### src/hw/rtl/qfp_pkg.sv
// qfp_pkg: shared types for the qr function pattern block
// no dependencies; imported by the rtl files
package qfp_pkg;

    localparam int unsigned FormatBits  = 15;
    localparam int unsigned VersionBits = 18;

    // register index on the configuration port, byte address is four times this
    typedef enum logic [2:0] {
        REG_MICRO_MODE     = 3'd0,
        REG_MODULE_COUNT   = 3'd1,
        REG_FORMAT_WORD    = 3'd2,
        REG_VERSION_WORD   = 3'd3,
        REG_VERSION_ENABLE = 3'd4
    } cfg_reg_t;

    // configuration as seen by the pattern logic
    typedef struct packed {
        logic                   micro_mode;
        logic [7:0]             module_count;
        logic [FormatBits-1:0]  format_word;
        logic [VersionBits-1:0] version_word;
        logic                   version_enable;
    } cfg_t;

endpackage

### src/hw/rtl/qr_function_pattern_module.sv
// qr_function_pattern_module: an accepted request is held in the input register, then its result in the result register
// throughput one request per cycle, sustained, with no bubbles under steady ready
// one input register, one pattern evaluation, one result register; a stalled
// result holds the input register and then s_tready drops
// aresetn is synchronous active low: clears valid flags and the configuration
// registers (qr mode, 21 modules, format and version words zero, version off)
module qr_function_pattern_module
    import qfp_pkg::*;
#(
    parameter int unsigned MAX_MODULES = 177
) (
    input  logic        aclk,
    input  logic        aresetn,
    // coordinate request channel
    input  logic        s_tvalid,
    output logic        s_tready,
    input  logic [15:0] s_tdata,   // [7:0] first_index, [15:8] second_index
    // result channel
    output logic        m_tvalid,
    input  logic        m_tready,
    output logic [7:0]  m_tdata,   // [0] module_dark, [7:1] zero
    // configuration port
    input  logic        psel,
    input  logic        penable,
    input  logic        pwrite,
    input  logic [4:0]  paddr,
    input  logic [31:0] pwdata,
    output logic [31:0] prdata,
    output logic        pready
);

    cfg_t       cfg;

    // input stage
    logic       stage_valid_reg, stage_valid_next;
    logic [7:0] first_reg, first_next;
    logic [7:0] second_reg, second_next;

    // result stage
    logic       m_valid_reg, m_valid_next;
    logic       dark_reg, dark_next;

    logic       out_ready;
    logic       stage_fire;
    logic       in_fire;
    logic       dark_comb;

    qfp_cfg_regs u_regs (
        .aclk    (aclk),
        .aresetn (aresetn),
        .psel    (psel),
        .penable (penable),
        .pwrite  (pwrite),
        .paddr   (paddr),
        .pwdata  (pwdata),
        .prdata  (prdata),
        .pready  (pready),
        .cfg     (cfg)
    );

    qfp_pattern #(
        .MAX_MODULES (MAX_MODULES)
    ) u_pattern (
        .cfg          (cfg),
        .first_index  (first_reg),
        .second_index (second_reg),
        .module_dark  (dark_comb)
    );

    // result register frees when empty or being taken
    assign out_ready  = !m_valid_reg || m_tready;
    // input register moves into the result register
    assign stage_fire = stage_valid_reg && out_ready;
    // input register takes a new request when empty or draining this cycle
    assign s_tready   = !stage_valid_reg || out_ready;
    assign in_fire    = s_tvalid && s_tready;

    always_comb begin
        stage_valid_next = stage_valid_reg;
        first_next       = first_reg;
        second_next      = second_reg;
        if (in_fire) begin
            stage_valid_next = 1'b1;
            first_next       = s_tdata[7:0];
            second_next      = s_tdata[15:8];
        end else if (stage_fire) begin
            stage_valid_next = 1'b0;
        end
    end

    always_comb begin
        m_valid_next = m_valid_reg;
        dark_next    = dark_reg;
        if (stage_fire) begin
            m_valid_next = 1'b1;
            dark_next    = dark_comb;
        end else if (m_tready) begin
            m_valid_next = 1'b0;
        end
    end

    always_ff @(posedge aclk) begin
        if (!aresetn) begin
            stage_valid_reg <= 1'b0;
            m_valid_reg     <= 1'b0;
        end else begin
            stage_valid_reg <= stage_valid_next;
            m_valid_reg     <= m_valid_next;
        end
    end

    // payload registers carry no reset
    always_ff @(posedge aclk) begin
        first_reg  <= first_next;
        second_reg <= second_next;
        dark_reg   <= dark_next;
    end

    assign m_tvalid = m_valid_reg;
    assign m_tdata  = {7'd0, dark_reg};

    // an accepted request always lands in the input register
    assert property (@(posedge aclk) disable iff (!aresetn)
        (s_tvalid && s_tready) |=> stage_valid_reg)
        else $error("accepted request lost before input register");

    // back pressure only when both stages are occupied
    assert property (@(posedge aclk) disable iff (!aresetn)
        !s_tready |-> (stage_valid_reg && m_valid_reg && !m_tready))
        else $error("input stalled with a free stage");

    // a held input request keeps its coordinate while the result side stalls
    assert property (@(posedge aclk) disable iff (!aresetn)
        (stage_valid_reg && !out_ready) |=>
            (stage_valid_reg && $stable(first_reg) && $stable(second_reg)))
        else $error("stalled request changed in input register");

    // coordinates beyond the symbol give a light module
    assert property (@(posedge aclk) disable iff (!aresetn)
        (stage_fire && (first_reg >= cfg.module_count || second_reg >= cfg.module_count))
            |=> (m_valid_reg && !dark_reg))
        else $error("module outside symbol reported dark");

endmodule

### src/hw/rtl/qfp_cfg_regs.sv
// qfp_cfg_regs: apb register file for the qr function pattern block
// depends on qfp_pkg (cfg_t, cfg_reg_t)
module qfp_cfg_regs
    import qfp_pkg::*;
(
    input  logic        aclk,
    input  logic        aresetn,
    input  logic        psel,
    input  logic        penable,
    input  logic        pwrite,
    input  logic [4:0]  paddr,
    input  logic [31:0] pwdata,
    output logic [31:0] prdata,
    output logic        pready,
    output cfg_t        cfg
);

    cfg_t       cfg_reg;
    cfg_t       cfg_next;
    logic       wr_en;
    cfg_reg_t   reg_idx;

    assign pready  = 1'b1;
    assign reg_idx = cfg_reg_t'(paddr[4:2]);
    assign wr_en   = psel && penable && pwrite && pready;

    always_comb begin
        cfg_next = cfg_reg;
        if (wr_en) begin
            unique case (reg_idx)
                REG_MICRO_MODE:     cfg_next.micro_mode     = pwdata[0];
                REG_MODULE_COUNT:   cfg_next.module_count   = pwdata[7:0];
                REG_FORMAT_WORD:    cfg_next.format_word    = pwdata[FormatBits-1:0];
                REG_VERSION_WORD:   cfg_next.version_word   = pwdata[VersionBits-1:0];
                REG_VERSION_ENABLE: cfg_next.version_enable = pwdata[0];
                default:            cfg_next = cfg_reg;
            endcase
        end
    end

    always_ff @(posedge aclk) begin
        if (!aresetn) begin
            cfg_reg.micro_mode     <= 1'b0;
            cfg_reg.module_count   <= 8'd21;
            cfg_reg.format_word    <= '0;
            cfg_reg.version_word   <= '0;
            cfg_reg.version_enable <= 1'b0;
        end else begin
            cfg_reg <= cfg_next;
        end
    end

    always_comb begin
        unique case (reg_idx)
            REG_MICRO_MODE:     prdata = {31'd0, cfg_reg.micro_mode};
            REG_MODULE_COUNT:   prdata = {24'd0, cfg_reg.module_count};
            REG_FORMAT_WORD:    prdata = {17'd0, cfg_reg.format_word};
            REG_VERSION_WORD:   prdata = {14'd0, cfg_reg.version_word};
            REG_VERSION_ENABLE: prdata = {31'd0, cfg_reg.version_enable};
            default:            prdata = 32'd0;
        endcase
    end

    assign cfg = cfg_reg;

endmodule

### src/hw/rtl/qfp_pattern.sv
// qfp_pattern: combinational function pattern value for one module coordinate
// depends on qfp_pkg (cfg_t); layers applied in order, later layers win
module qfp_pattern
    import qfp_pkg::*;
#(
    parameter int unsigned MAX_MODULES = 177
) (
    input  cfg_t       cfg,
    input  logic [7:0] first_index,
    input  logic [7:0] second_index,
    output logic       module_dark
);

    localparam logic [7:0] MaxCount = 8'(MAX_MODULES);

    logic [7:0]        n_clamp;
    logic signed [9:0] r_s, c_s, n_s;
    logic signed [9:0] far_s, ver_s;
    logic signed [9:0] c_off, r_off, a_c, a_r;
    logic signed [9:0] fmt2_row, fmt2_col;
    logic [4:0]        r3, c3;
    logic [4:0]        vidx_row, vidx_col;
    logic [3:0]        fidx_c1col, fidx_c1row;
    logic              v;

    function automatic logic finder_at(input logic signed [9:0] rr,
                                       input logic signed [9:0] cc);
        logic inside_box;
        logic border;
        logic core;
        inside_box = (rr >= 0) && (rr <= 6) && (cc >= 0) && (cc <= 6);
        border     = (rr == 0) || (rr == 6) || (cc == 0) || (cc == 6);
        core       = (rr >= 2) && (rr <= 4) && (cc >= 2) && (cc <= 4);
        return inside_box && (border || core);
    endfunction

    assign n_clamp = (cfg.module_count > MaxCount) ? MaxCount : cfg.module_count;

    assign r_s   = $signed({2'b00, first_index});
    assign c_s   = $signed({2'b00, second_index});
    assign n_s   = $signed({2'b00, n_clamp});
    assign far_s = n_s - 10'sd7;
    assign ver_s = n_s - 10'sd11;
    assign c_off = c_s - far_s;
    assign r_off = r_s - far_s;
    assign a_c   = c_s - ver_s;
    assign a_r   = r_s - ver_s;

    // second format copy positions
    assign fmt2_row = n_s - 10'sd1 - c_s;
    assign fmt2_col = r_s - n_s + 10'sd15;

    // first format copy, skipping the timing line
    assign fidx_c1col = (first_index < 8'd6) ? first_index[3:0] : first_index[3:0] - 4'd1;
    assign fidx_c1row = (second_index == 8'd7) ? 4'd8 : 4'd14 - second_index[3:0];

    // version bit 17 - (3*i + a)
    assign r3       = ({2'b00, first_index[2:0]} << 1) + {2'b00, first_index[2:0]};
    assign c3       = ({2'b00, second_index[2:0]} << 1) + {2'b00, second_index[2:0]};
    assign vidx_row = 5'd17 - (r3 + {3'b000, a_c[1:0]});
    assign vidx_col = 5'd17 - (c3 + {3'b000, a_r[1:0]});

    always_comb begin
        v = 1'b0;
        if (cfg.micro_mode) begin
            if (finder_at(r_s, c_s)) v = 1'b1;
            if (r_s == 0 && c_s >= 8 && !second_index[0]) v = 1'b1;
            if (c_s == 0 && r_s >= 8 && !first_index[0]) v = 1'b1;
            if (c_s == 8 && r_s >= 1 && r_s <= 8)
                v = cfg.format_word[first_index[3:0] - 4'd1];
            if (r_s == 8 && c_s >= 1 && c_s <= 7)
                v = cfg.format_word[4'd15 - second_index[3:0]];
        end else begin
            if (finder_at(r_s, c_s) || finder_at(r_s, c_off) || finder_at(r_off, c_s))
                v = 1'b1;
            if (c_s == 6 && r_s >= 8 && r_s < n_s - 10'sd8 && !first_index[0]) v = 1'b1;
            if (r_s == 6 && c_s >= 8 && c_s < n_s - 10'sd8 && !second_index[0]) v = 1'b1;
            // dark module
            if (r_s == 8 && c_s == n_s - 10'sd8) v = 1'b1;
            if (c_s == 8 && r_s <= 8 && r_s != 6) v = cfg.format_word[fidx_c1col];
            if (r_s == 8 && c_s <= 7 && c_s != 6) v = cfg.format_word[fidx_c1row];
            if (r_s == 8 && c_s >= far_s && c_s <= n_s - 10'sd1)
                v = cfg.format_word[fmt2_row[3:0]];
            if (c_s == 8 && r_s >= n_s - 10'sd8 && r_s <= n_s - 10'sd1)
                v = cfg.format_word[fmt2_col[3:0]];
            if (cfg.version_enable) begin
                if (r_s <= 5 && c_s >= ver_s && c_s <= n_s - 10'sd9)
                    v = cfg.version_word[vidx_row];
                if (c_s <= 5 && r_s >= ver_s && r_s <= n_s - 10'sd9)
                    v = cfg.version_word[vidx_col];
            end
        end
        if (r_s >= n_s || c_s >= n_s) v = 1'b0;
    end

    assign module_dark = v;

endmodule
### config.mk
export PLATFORM = sky130hd
export DESIGN_NAME = qr_function_pattern_module
export DESIGN_NICKNAME = d
export VERILOG_FILES = /design/src/hw/rtl/qfp_pkg.sv /design/src/hw/rtl/qr_function_pattern_module.sv /design/src/hw/rtl/qfp_cfg_regs.sv /design/src/hw/rtl/qfp_pattern.sv
export SDC_FILE = /design/constraint.sdc
export NUM_CORES = 1
export LEC_CHECK = 0
export ABC_AREA = 1
export BUFFER_PORTS_ARGS = -buffer_cell sky130_fd_sc_hd__buf_2
export CAP_MARGIN = 10
export CELL_PAD_IN_SITES_DETAIL_PLACEMENT = 0
export CELL_PAD_IN_SITES_GLOBAL_PLACEMENT = 1
export CORE_MARGIN = 2
export CORE_UTILIZATION = 42
export DETAILED_ROUTE_END_ITERATION = 16
export GPL_ROUTABILITY_DRIVEN = 0
export GPL_TIMING_DRIVEN = 0
export MAX_ROUTING_LAYER = met4
export PLACE_DENSITY = 0.93
export RECOVER_POWER = 100
export SYNTH_ARGS = -nofsm -noshare
export SYNTH_HDL_FRONTEND = slang
export SYNTH_HIERARCHICAL = 1
export SYNTH_SLANG_ARGS = --single-unit
### constraint.sdc
create_clock -name aclk -period 6.6 [get_ports aclk]
set_input_delay 0.66 -clock aclk [delete_from_list [all_inputs] [get_ports aclk]]
set_output_delay 0.66 -clock aclk [all_outputs]
set_load 0.03 [all_outputs]
==> qor.txt, run 1 <==
DRT Wirelength -> 25300 microns
vias in the first global route -> 7625
Clock Pin Slew Worst Setup and Hold Paths -> 0.06 ns
Mapped Area -> 0.00800 sq mm
Worst Setup Path Type -> reg2reg
Worst path most repeated cell -> nand2_1
Worst-Margin Slew -> 1.27 ns
Fmax -> 169 MHz
Die Ht -> 142 microns
Total GRT Usage -> 25.9%
Avg Vias per Cell -> 5.41
post-CTS setup buffers -> 0
Final Cycle Share -> 89.5%
CTS tree -> done
Post-Route Utilization -> 47.4%
Slew Limit Fails -> 0
initial antenna violation count -> 0
RSZ-0062 raised after global routing -> false
max FFs per register -> 43
Worst IR Drop VDD -> 0.183 mV
# clock sinks -> 62
Syn-to-layout area delta -> 10.8%
Skew-Pair Late Insertion Delay -> 0.34 ns
clock tree root driver cell -> clkbuf_16
Final Hold Vio Count -> 0
total gr overflow -> 0
Antenna Nets Post-Route -> 0
Die ar. -> 0.0202 sq mm
number of synthesized flops with an enable pin -> 17
crit path max fanout -> 8
clk buf depth -> 2
FFs w/ async S/R, synth -> 0%
routed length per instance -> 16.2 microns
Post-synth top flop -> dfxtp_1
fin nets -> 1498
first-pass GRT wire length -> 39900 microns
final setup fails -> 0
syn avg cell area -> 6.50 sq um
synth unique cells -> 64
slowest stage delay, CP -> 0.60 ns
Lkg Pwr -> 4.28 nW
Startpoint Class -> flop
hpwl dp -> 20200 microns
core area -> 0.0187 sq mm
H-tree Lvls -> 3
vias -> 8461
worst hold path class -> reg2reg
slowest CP cell -> nor2_1
post-cts gate resize count -> 0
Req. time, crit path -> 6.79 ns
largest net degree at the start of global routing -> 17
Cells after Synth -> 1231
Antenna diodes -> 0
total negative slack -> 0 ns
Std-Cell Rows -> 50
Iteration-0 DRC Markers -> 978
Num CTS Buffers -> 9
fillers -> 1963
Syn. warnings -> 6
Seq cells post-synth -> 62
Top-Level Pins -> 103
Initial Util -> 42.7%
Residual DRC -> 0
shortest period the worst path allows -> 5.91 ns
Critical Path AT -> 6.09 ns
DR pass1 iterations -> 5
Seq/Total Area, Yosys -> 17.6%
Die W -> 142 microns
Worst slew margin -> 14.5%
clock skew -> 0.00881 ns
pwr/cell area -> 146 mW/mm^2
number of port buffers -> 64
status -> completed
Hold Buf Count CTS -> 0
max-cap violation count -> 0
layout cells sized above 1 -> 9.85%
CP endpoint kind -> flop
[worst max-delay path: cells and delay by family (launching register included)]
| kind | cells | cell delay (ns) |
|---|---|---|
| compound gates | 4 | 0.71 |
| buf+inv | 4 | 0.42 |
| flops | 1 | 0.40 |
| fa+ha+maj | 6 | 2.51 |
| simple gates | 11 | 1.72 |
[final timing paths]
| kind | endpoint | from | slack (ns) | depth (start not counted) |
|---|---|---|---|---|
| max reg2reg | dark_reg | u_regs/cfg[36] | 0.69 | 25 |
| max | dark_reg | u_regs/cfg[36] | 0.69 | 25 |
| min | m_tvalid | stage_valid_reg | 0.48 | 2 |
| min reg2reg | m_tvalid | stage_valid_reg | 0.48 | 2 |
[metal layers]
layer	GRT usage, %	vias to the layer above	routed length (microns)
met2	40.2	354	11200
met3	3.70	37	2270
met4	7.63	0	584
met5	-	-	0
li1	-	4233	-
met1	35.1	3837	11200
[layout make-up]
class / instances / area [sq um] / area share (%)
Multi-Input combinational cell: 985 / 5710 / 64.4
Clock inverter: 7 / 48.8 / 0.551
Tap cell: 234 / 293 / 3.30
Buffer: 45 / 285 / 3.22
Clock buffer: 9 / 225 / 2.54
Inverter: 158 / 593 / 6.69
Sequential cell: 62 / 1410 / 15.9
Timing Repair Buffer: 64 / 295 / 3.33
[kinds of logic (layout without fill, tap and decap cells)]
logic type | after synthesis | after routing | share of synthesized area [%]
AO/OA/AOI/OAI | 232 | 232 | 17.2
XOR/XNOR | 25 | 25 | 2.74
adder cells (fa/ha/maj) | 113 | 113 | 18.6
buffers and inverters | 203 | 283 | 11.3
flip-flops | 62 | 62 | 17.6
other | 3 | 22 | 0.141
AND/OR/NAND/NOR | 593 | 593 | 32.3
[power breakdown]
group          internal, mW  switching, mW  leakage (nW)
combinational         0.156          0.261          3.62
sequential            0.402         0.0300         0.530
clock                 0.255          0.192         0.132
[synthesized netlist by cell type, types with 4 or more instances]
cell type  number  area, sq um
nor3_1         10         50.1
xnor2_1         5         43.8
o21ai_0        80          400
nor2_2          4         25.0
or2_2           4         25.0
xor2_1         20          175
a21oi_1        85          425
nand4_1        11         68.8
edfxtp_1       17          510
clkinv_1        4         15.0
inv_2           4         15.0
o21bai_1        4         30.0
inv_1         150          563
dfxtp_1        45          901
buf_6           5         56.3
nand3_2         7         70.1
nand3b_1        5         37.5
nand2_1       274         1030
a211oi_1        4         30.0
a31oi_1         7         43.8
clkbuf_1        5         18.8
o21a_1          4         30.0
o211ai_1       12         90.1
nand3_1        89          445
buf_2           4         20.0
buf_4          27          203
nor4_1          5         31.3
ha_1          103         1290
fa_1           10          200
nor2_1        163          612
nand2_2        12         75.1
[cells in the final DEF (no fill, tap or decap), types with 7 or more instances in the layout]
master,netlist,layout
nand2_1,274,274
nor2_1,163,165
inv_1,150,150
ha_1,103,103
nand3_1,89,92
a21oi_1,85,85
o21ai_0,80,80
buf_2,4,46
dfxtp_1,45,45
clkbuf_1,5,32
buf_4,27,26
conb_1,3,22
xor2_1,20,20
edfxtp_1,17,17
nand2_2,12,12
o211ai_1,12,12
nand4_1,11,11
nor3_1,10,10
fa_1,10,10
clkbuf_16,0,9
a31oi_1,7,7
[metrics by stage]
step | total power, mW | cell area [sq um] | cells | setup WS [ns] | hold slack, ns
after detailed placement | 0.851 | 8680 | 1548 | 0.789 | 0.485
final | 1.30 | 8860 | 1564 | 0.694 | 0.477
after global placement | 0.845 | 8680 | 1548 | 0.856 | 0.483
after floorplan | 0.742 | 8070 | 1250 | 1.73 | 0.461
after global routing | 1.37 | 8860 | 1564 | 0.386 | 0.489
after CTS | 1.30 | 8950 | 1564 | 0.757 | 0.485
(Power assumes the default switching activity.)
==> run 2, diff against run 1 <==
RECOVER_POWER = default   (was 100)
SKIP_LAST_GASP = 1   (was default)
==> qor.txt, run 2 (synthesis results as in run 1) <==
status -> completed
Startpoint Class -> flop
final setup fails -> 0
pwr/cell area -> 145 mW/mm^2
Worst IR Drop VDD -> 0.183 mV
Syn-to-layout area delta -> 12.0%
max FFs per register -> 43
Worst Setup Path Type -> reg2reg
Clock Pin Slew Worst Setup and Hold Paths -> 0.06 ns
DRT Wirelength -> 25300 microns
Placed Area -> 0.00868 sq mm
worst hold path cell count -> 2
stages on the worst setup path -> 25
fillers -> 1940
Finished Cell Area -> 0.00895 sq mm
max-cap violation count -> 0
number of port buffers -> 64
vias -> 8422
post-cts gate resize count -> 0
CTS tree -> done
Slew Limit Fails -> 0
Num CTS Buffers -> 9
crit path max fanout -> 8
Lkg Pwr -> 4.41 nW
Die ar. -> 0.0202 sq mm
Die W -> 142 microns
Worst path most repeated cell -> nand2_1
Buf/Inv on CP -> 4
Residual DRC -> 0
total negative slack -> 0 ns
# clock sinks -> 62
hpwl dp -> 20200 microns
Antenna diodes -> 0
Antenna Nets Post-Route -> 0
Iteration-0 DRC Markers -> 908
layout cells sized above 1 -> 12.2%
commonest cells after routing, fill and taps aside -> 274 x nand2_1, 163 x nor2_1, 150 x inv_1
clock skew -> 0.00959 ns
worst hold path class -> reg2reg
first-pass GRT wire length -> 39900 microns
total gr overflow -> 0
slowest CP cell -> nor2_1
Skew-Pair Late Insertion Delay -> 0.35 ns
CP endpoint kind -> flop
largest net degree at the start of global routing -> 17
Placed Instances -> 1548
Total GRT Usage -> 25.9%
initial antenna violation count -> 0
Final Cycle Share -> 89.4%
post-CTS setup buffers -> 0
shortest period the worst path allows -> 5.90 ns
Std-Cell Rows -> 50
Worst-Margin Slew -> 1.28 ns
register area -> 0.00141 sq mm
Top-Level Pins -> 103
Avg Vias per Cell -> 5.38
commonest non-fill, non-tap cell in the layout -> nand2_1
H-tree Lvls -> 3
Fmax -> 169 MHz
Hold Buf Count CTS -> 0
final hold slack -> 0.487 ns
area of the multi-input gates -> 0.00575 sq mm
Worst slew margin -> 13.7%
clk buf depth -> 2
RSZ-0062 raised after global routing -> false
routed length per instance -> 16.2 microns
Critical Path AT -> 6.09 ns
fin nets -> 1498
Initial Util -> 42.7%
Final Hold Vio Count -> 0
vias in the first global route -> 7625
DR pass1 iterations -> 6
worst r2r path cells -> 25
critical path's top delay family -> adder cells
clock tree root driver cell -> clkbuf_16
Non-Filler Instances -> 1564
slowest stage delay, CP -> 0.62 ns
Die Ht -> 142 microns
core area -> 0.0187 sq mm
Req. time, crit path -> 6.79 ns
==> run 2: cell count changes in the layout (fill, tap and decap cells not counted), moves of 2 or more <==
cell / change
nand3_2: +2
buf_2: +22
nor2_1: -2
nand3_1: -3
buf_6: +3
clkbuf_1: -27
==> run 2: per-layer routing <==
metal	wire, microns	part of all wire [%]	GRT usage (%)
met2	11200	44	40.2
met5	0	0	-
met3	2290	9.1	3.70
met1	11200	44	35.1
met4	594	2.4	7.63
==> run 2: final timing paths <==
kind / start / slack (ns) / endpoint
max: u_regs/cfg[36] / 0.70 / dark_reg
min: stage_valid_reg / 0.49 / m_tvalid
max reg2reg: u_regs/cfg[36] / 0.70 / dark_reg
min reg2reg: stage_valid_reg / 0.49 / m_tvalid
==> run 2: stage by stage <==
step / total power, mW / setup WS, ns / util, %
2_1_floorplan: 0.742 / 1.73 / -
3_3_place_gp: 0.845 / 0.856 / 46.4
3_5_place_dp: 0.851 / 0.789 / 46.4
4_1_cts: 1.30 / 0.757 / 47.9
5_1_grt: 1.38 / 0.386 / 47.9
6_report: 1.30 / 0.698 / 47.9
==> run 2: power breakdown <==
part / switching [mW] / internal, mW / leakage (nW) / total [mW]
combinational: 0.262 / 0.157 / 3.75 / 0.419
sequential: 0.0301 / 0.402 / 0.530 / 0.432
clock: 0.194 / 0.255 / 0.132 / 0.449
total: 0.486 / 0.814 / 4.41 / 1.30
==> run 2: final cells by class <==
cell class	instances	area share, %
timing repair buffer	64	3.58
tap	234	3.27
sequential	62	15.8
clock inverter	7	0.545
buffer	45	3.51
multi-input combinational	985	64.2
inverter	158	6.62
clock buffer	9	2.52
==> run 2: worst reg2reg max path, cell delays in order, from the launching register on <==
cell       delay, ns
dfxtp_1         0.40
nor2_1          0.17
nand2_1         0.06
nand2_1         0.07
nand2_2         0.06
nand2_4         0.12
inv_1           0.08
nor2_1          0.62
ha_1            0.38
inv_1           0.19
fa_1            0.54
inv_1           0.10
fa_1            0.41
fa_1            0.52
ha_1            0.14
inv_1           0.05
fa_1            0.52
nand3_1         0.08
a2111oi_0       0.34
a21oi_1         0.16
or2_2           0.34
nand2_1         0.07
a21oi_1         0.06
nand2_1         0.07
nand2_1         0.08
a21oi_2         0.15
==> run 3, diff against run 2 <==
clock period = 5.9 ns   (was 6.6 ns; I/O delays follow)
==> qor.txt, run 3 (synthesis results as in run 1) <==
Skew-Pair Late Insertion Delay -> 0.35 ns
H-tree Lvls -> 3
worst hold path class -> in2reg
Top-Level Pins -> 103
Req. time, crit path -> 6.09 ns
Final Hold Vio Count -> 0
number of port buffers -> 64
Placed Instances -> 1548
Num CTS Buffers -> 9
Initial Util -> 42.7%
Non-Filler Instances -> 1564
RSZ-0062 raised after global routing -> false
CP endpoint kind -> flop
routed length per instance -> 16.1 microns
layout cells sized above 1 -> 12.3%
Critical Path AT -> 5.72 ns
DRT Wirelength -> 25200 microns
area of the multi-input gates -> 0.00576 sq mm
pwr/cell area -> 162 mW/mm^2
status -> completed
initial antenna violation count -> 0
Syn-to-layout area delta -> 12.1%
Total GRT Usage -> 25.9%
Final Cycle Share -> 93.7%
hpwl dp -> 20200 microns
clock skew -> 0.00949 ns
fillers -> 1943
Placed Area -> 0.00868 sq mm
largest net degree at the start of global routing -> 17
shortest period the worst path allows -> 5.53 ns
first-pass GRT wire length -> 39900 microns
Antenna diodes -> 0
commonest cells after routing, fill and taps aside -> 274 x nand2_1, 162 x nor2_1, 150 x inv_1
Clock Pin Slew Worst Setup and Hold Paths -> 0.06 ns
crit path max fanout -> 8
vias -> 8403
fin nets -> 1498
GR Layer Usage met2 -> 40.2%
vias in the first global route -> 7625
Std-Cell Rows -> 50
Die W -> 142 microns
Finished Cell Area -> 0.00896 sq mm
register area -> 0.00141 sq mm
clk buf depth -> 2
Residual DRC -> 0
Antenna Nets Post-Route -> 0
Die ar. -> 0.0202 sq mm
DR pass1 iterations -> 8
commonest non-fill, non-tap cell in the layout -> nand2_1
final setup fails -> 0
Iteration-0 DRC Markers -> 865
final hold slack -> 0.419 ns
core area -> 0.0187 sq mm
routing usage on met3 -> 3.70%
CTS tree -> done
Lkg Pwr -> 4.41 nW
met1 Use GR -> 35.1%
Slew Limit Fails -> 0
total negative slack -> 0 ns
Fmax -> 181 MHz
max FFs per register -> 43
total gr overflow -> 0
Startpoint Class -> flop
Worst slew margin -> 21.6%
Worst Setup Path Type -> reg2reg
Die Ht -> 142 microns
Avg Vias per Cell -> 5.37
clock tree root driver cell -> clkbuf_16
Worst IR Drop VDD -> 0.205 mV
Most Crowded Layer GR -> met2
# clock sinks -> 62
Worst-Margin Slew -> 1.16 ns
max-cap violation count -> 0
-- run 3: cell count changes in the layout (fill, tap and decap cells not counted) --
cell / before / now
nor2_1: 163 / 162
nor2_4: 2 / 3
-- run 3: what timing repair did --
| action | 4_1_cts | 5_1_grt |
|---|---|---|
| gates resized for setup | 0 | 2 |
| buffers inserted | 0 | 0 |
| endpoints found under the setup margin | 0 | 1 |
| hold buffers | 0 | 0 |
-- run 3: power breakdown --
| group | switching, mW | internal (mW) | total, mW |
|---|---|---|---|
| combinational | 0.293 | 0.176 | 0.469 |
| clock | 0.216 | 0.285 | 0.501 |
| sequential | 0.0340 | 0.450 | 0.484 |
| total | 0.543 | 0.911 | 1.45 |
-- run 3: layout make-up --
cell class | count | share of cell area [%]
timing repair buffer | 64 | 3.57
sequential | 62 | 15.7
clock inverter | 7 | 0.544
clock buffer | 9 | 2.51
inverter | 158 | 6.62
buffer | 45 | 3.50
multi-input combinational | 985 | 64.2
tap | 234 | 3.27
-- run 3: critical path: stages (launching register included) --
cell       delay, ns
dfxtp_1         0.54
nand2_1         0.09
inv_1           0.06
nand2_1         0.06
nand2_2         0.07
nand2_4         0.09
inv_1           0.15
nor2_4          0.10
ha_1            0.42
inv_1           0.18
fa_1            0.54
inv_1           0.10
fa_1            0.40
fa_1            0.52
ha_1            0.14
inv_1           0.05
fa_1            0.52
nand3_1         0.08
a2111oi_0       0.34
a21oi_1         0.15
or2_2           0.34
nand2_1         0.07
a21oi_1         0.06
nand2_1         0.07
nand2_1         0.08
a21oi_2         0.15
-- run 3: stage by stage --
stage               util (%)  setup slack (ns)  total power [mW]
global route            47.9            0.0639              1.54
finish                  47.9             0.369              1.45
CTS                     47.9            0.0568              1.46
floorplan                  -              1.03             0.830
detailed placement      46.4            0.0887             0.952
global placement        46.4             0.156             0.945
-- run 3: worst paths after layout --
check,startpoint,to,slack [ns],cells past startpoint
hold / removal,s_tdata[12],second_reg[4],0.42,1
setup reg to reg,u_regs/cfg[38],dark_reg,0.37,25
setup / recovery,u_regs/cfg[38],dark_reg,0.37,25
hold reg to reg,stage_valid_reg,m_tvalid,0.49,2
-- run 3: per-layer routing --
| metal | vias to the layer above | routed length (microns) |
|---|---|---|
| met4 | 0 | 586 |
| met3 | 38 | 2190 |
| met5 | - | 0 |
| met2 | 348 | 11200 |
| met1 | 3781 | 11300 |
| li1 | 4236 | - |
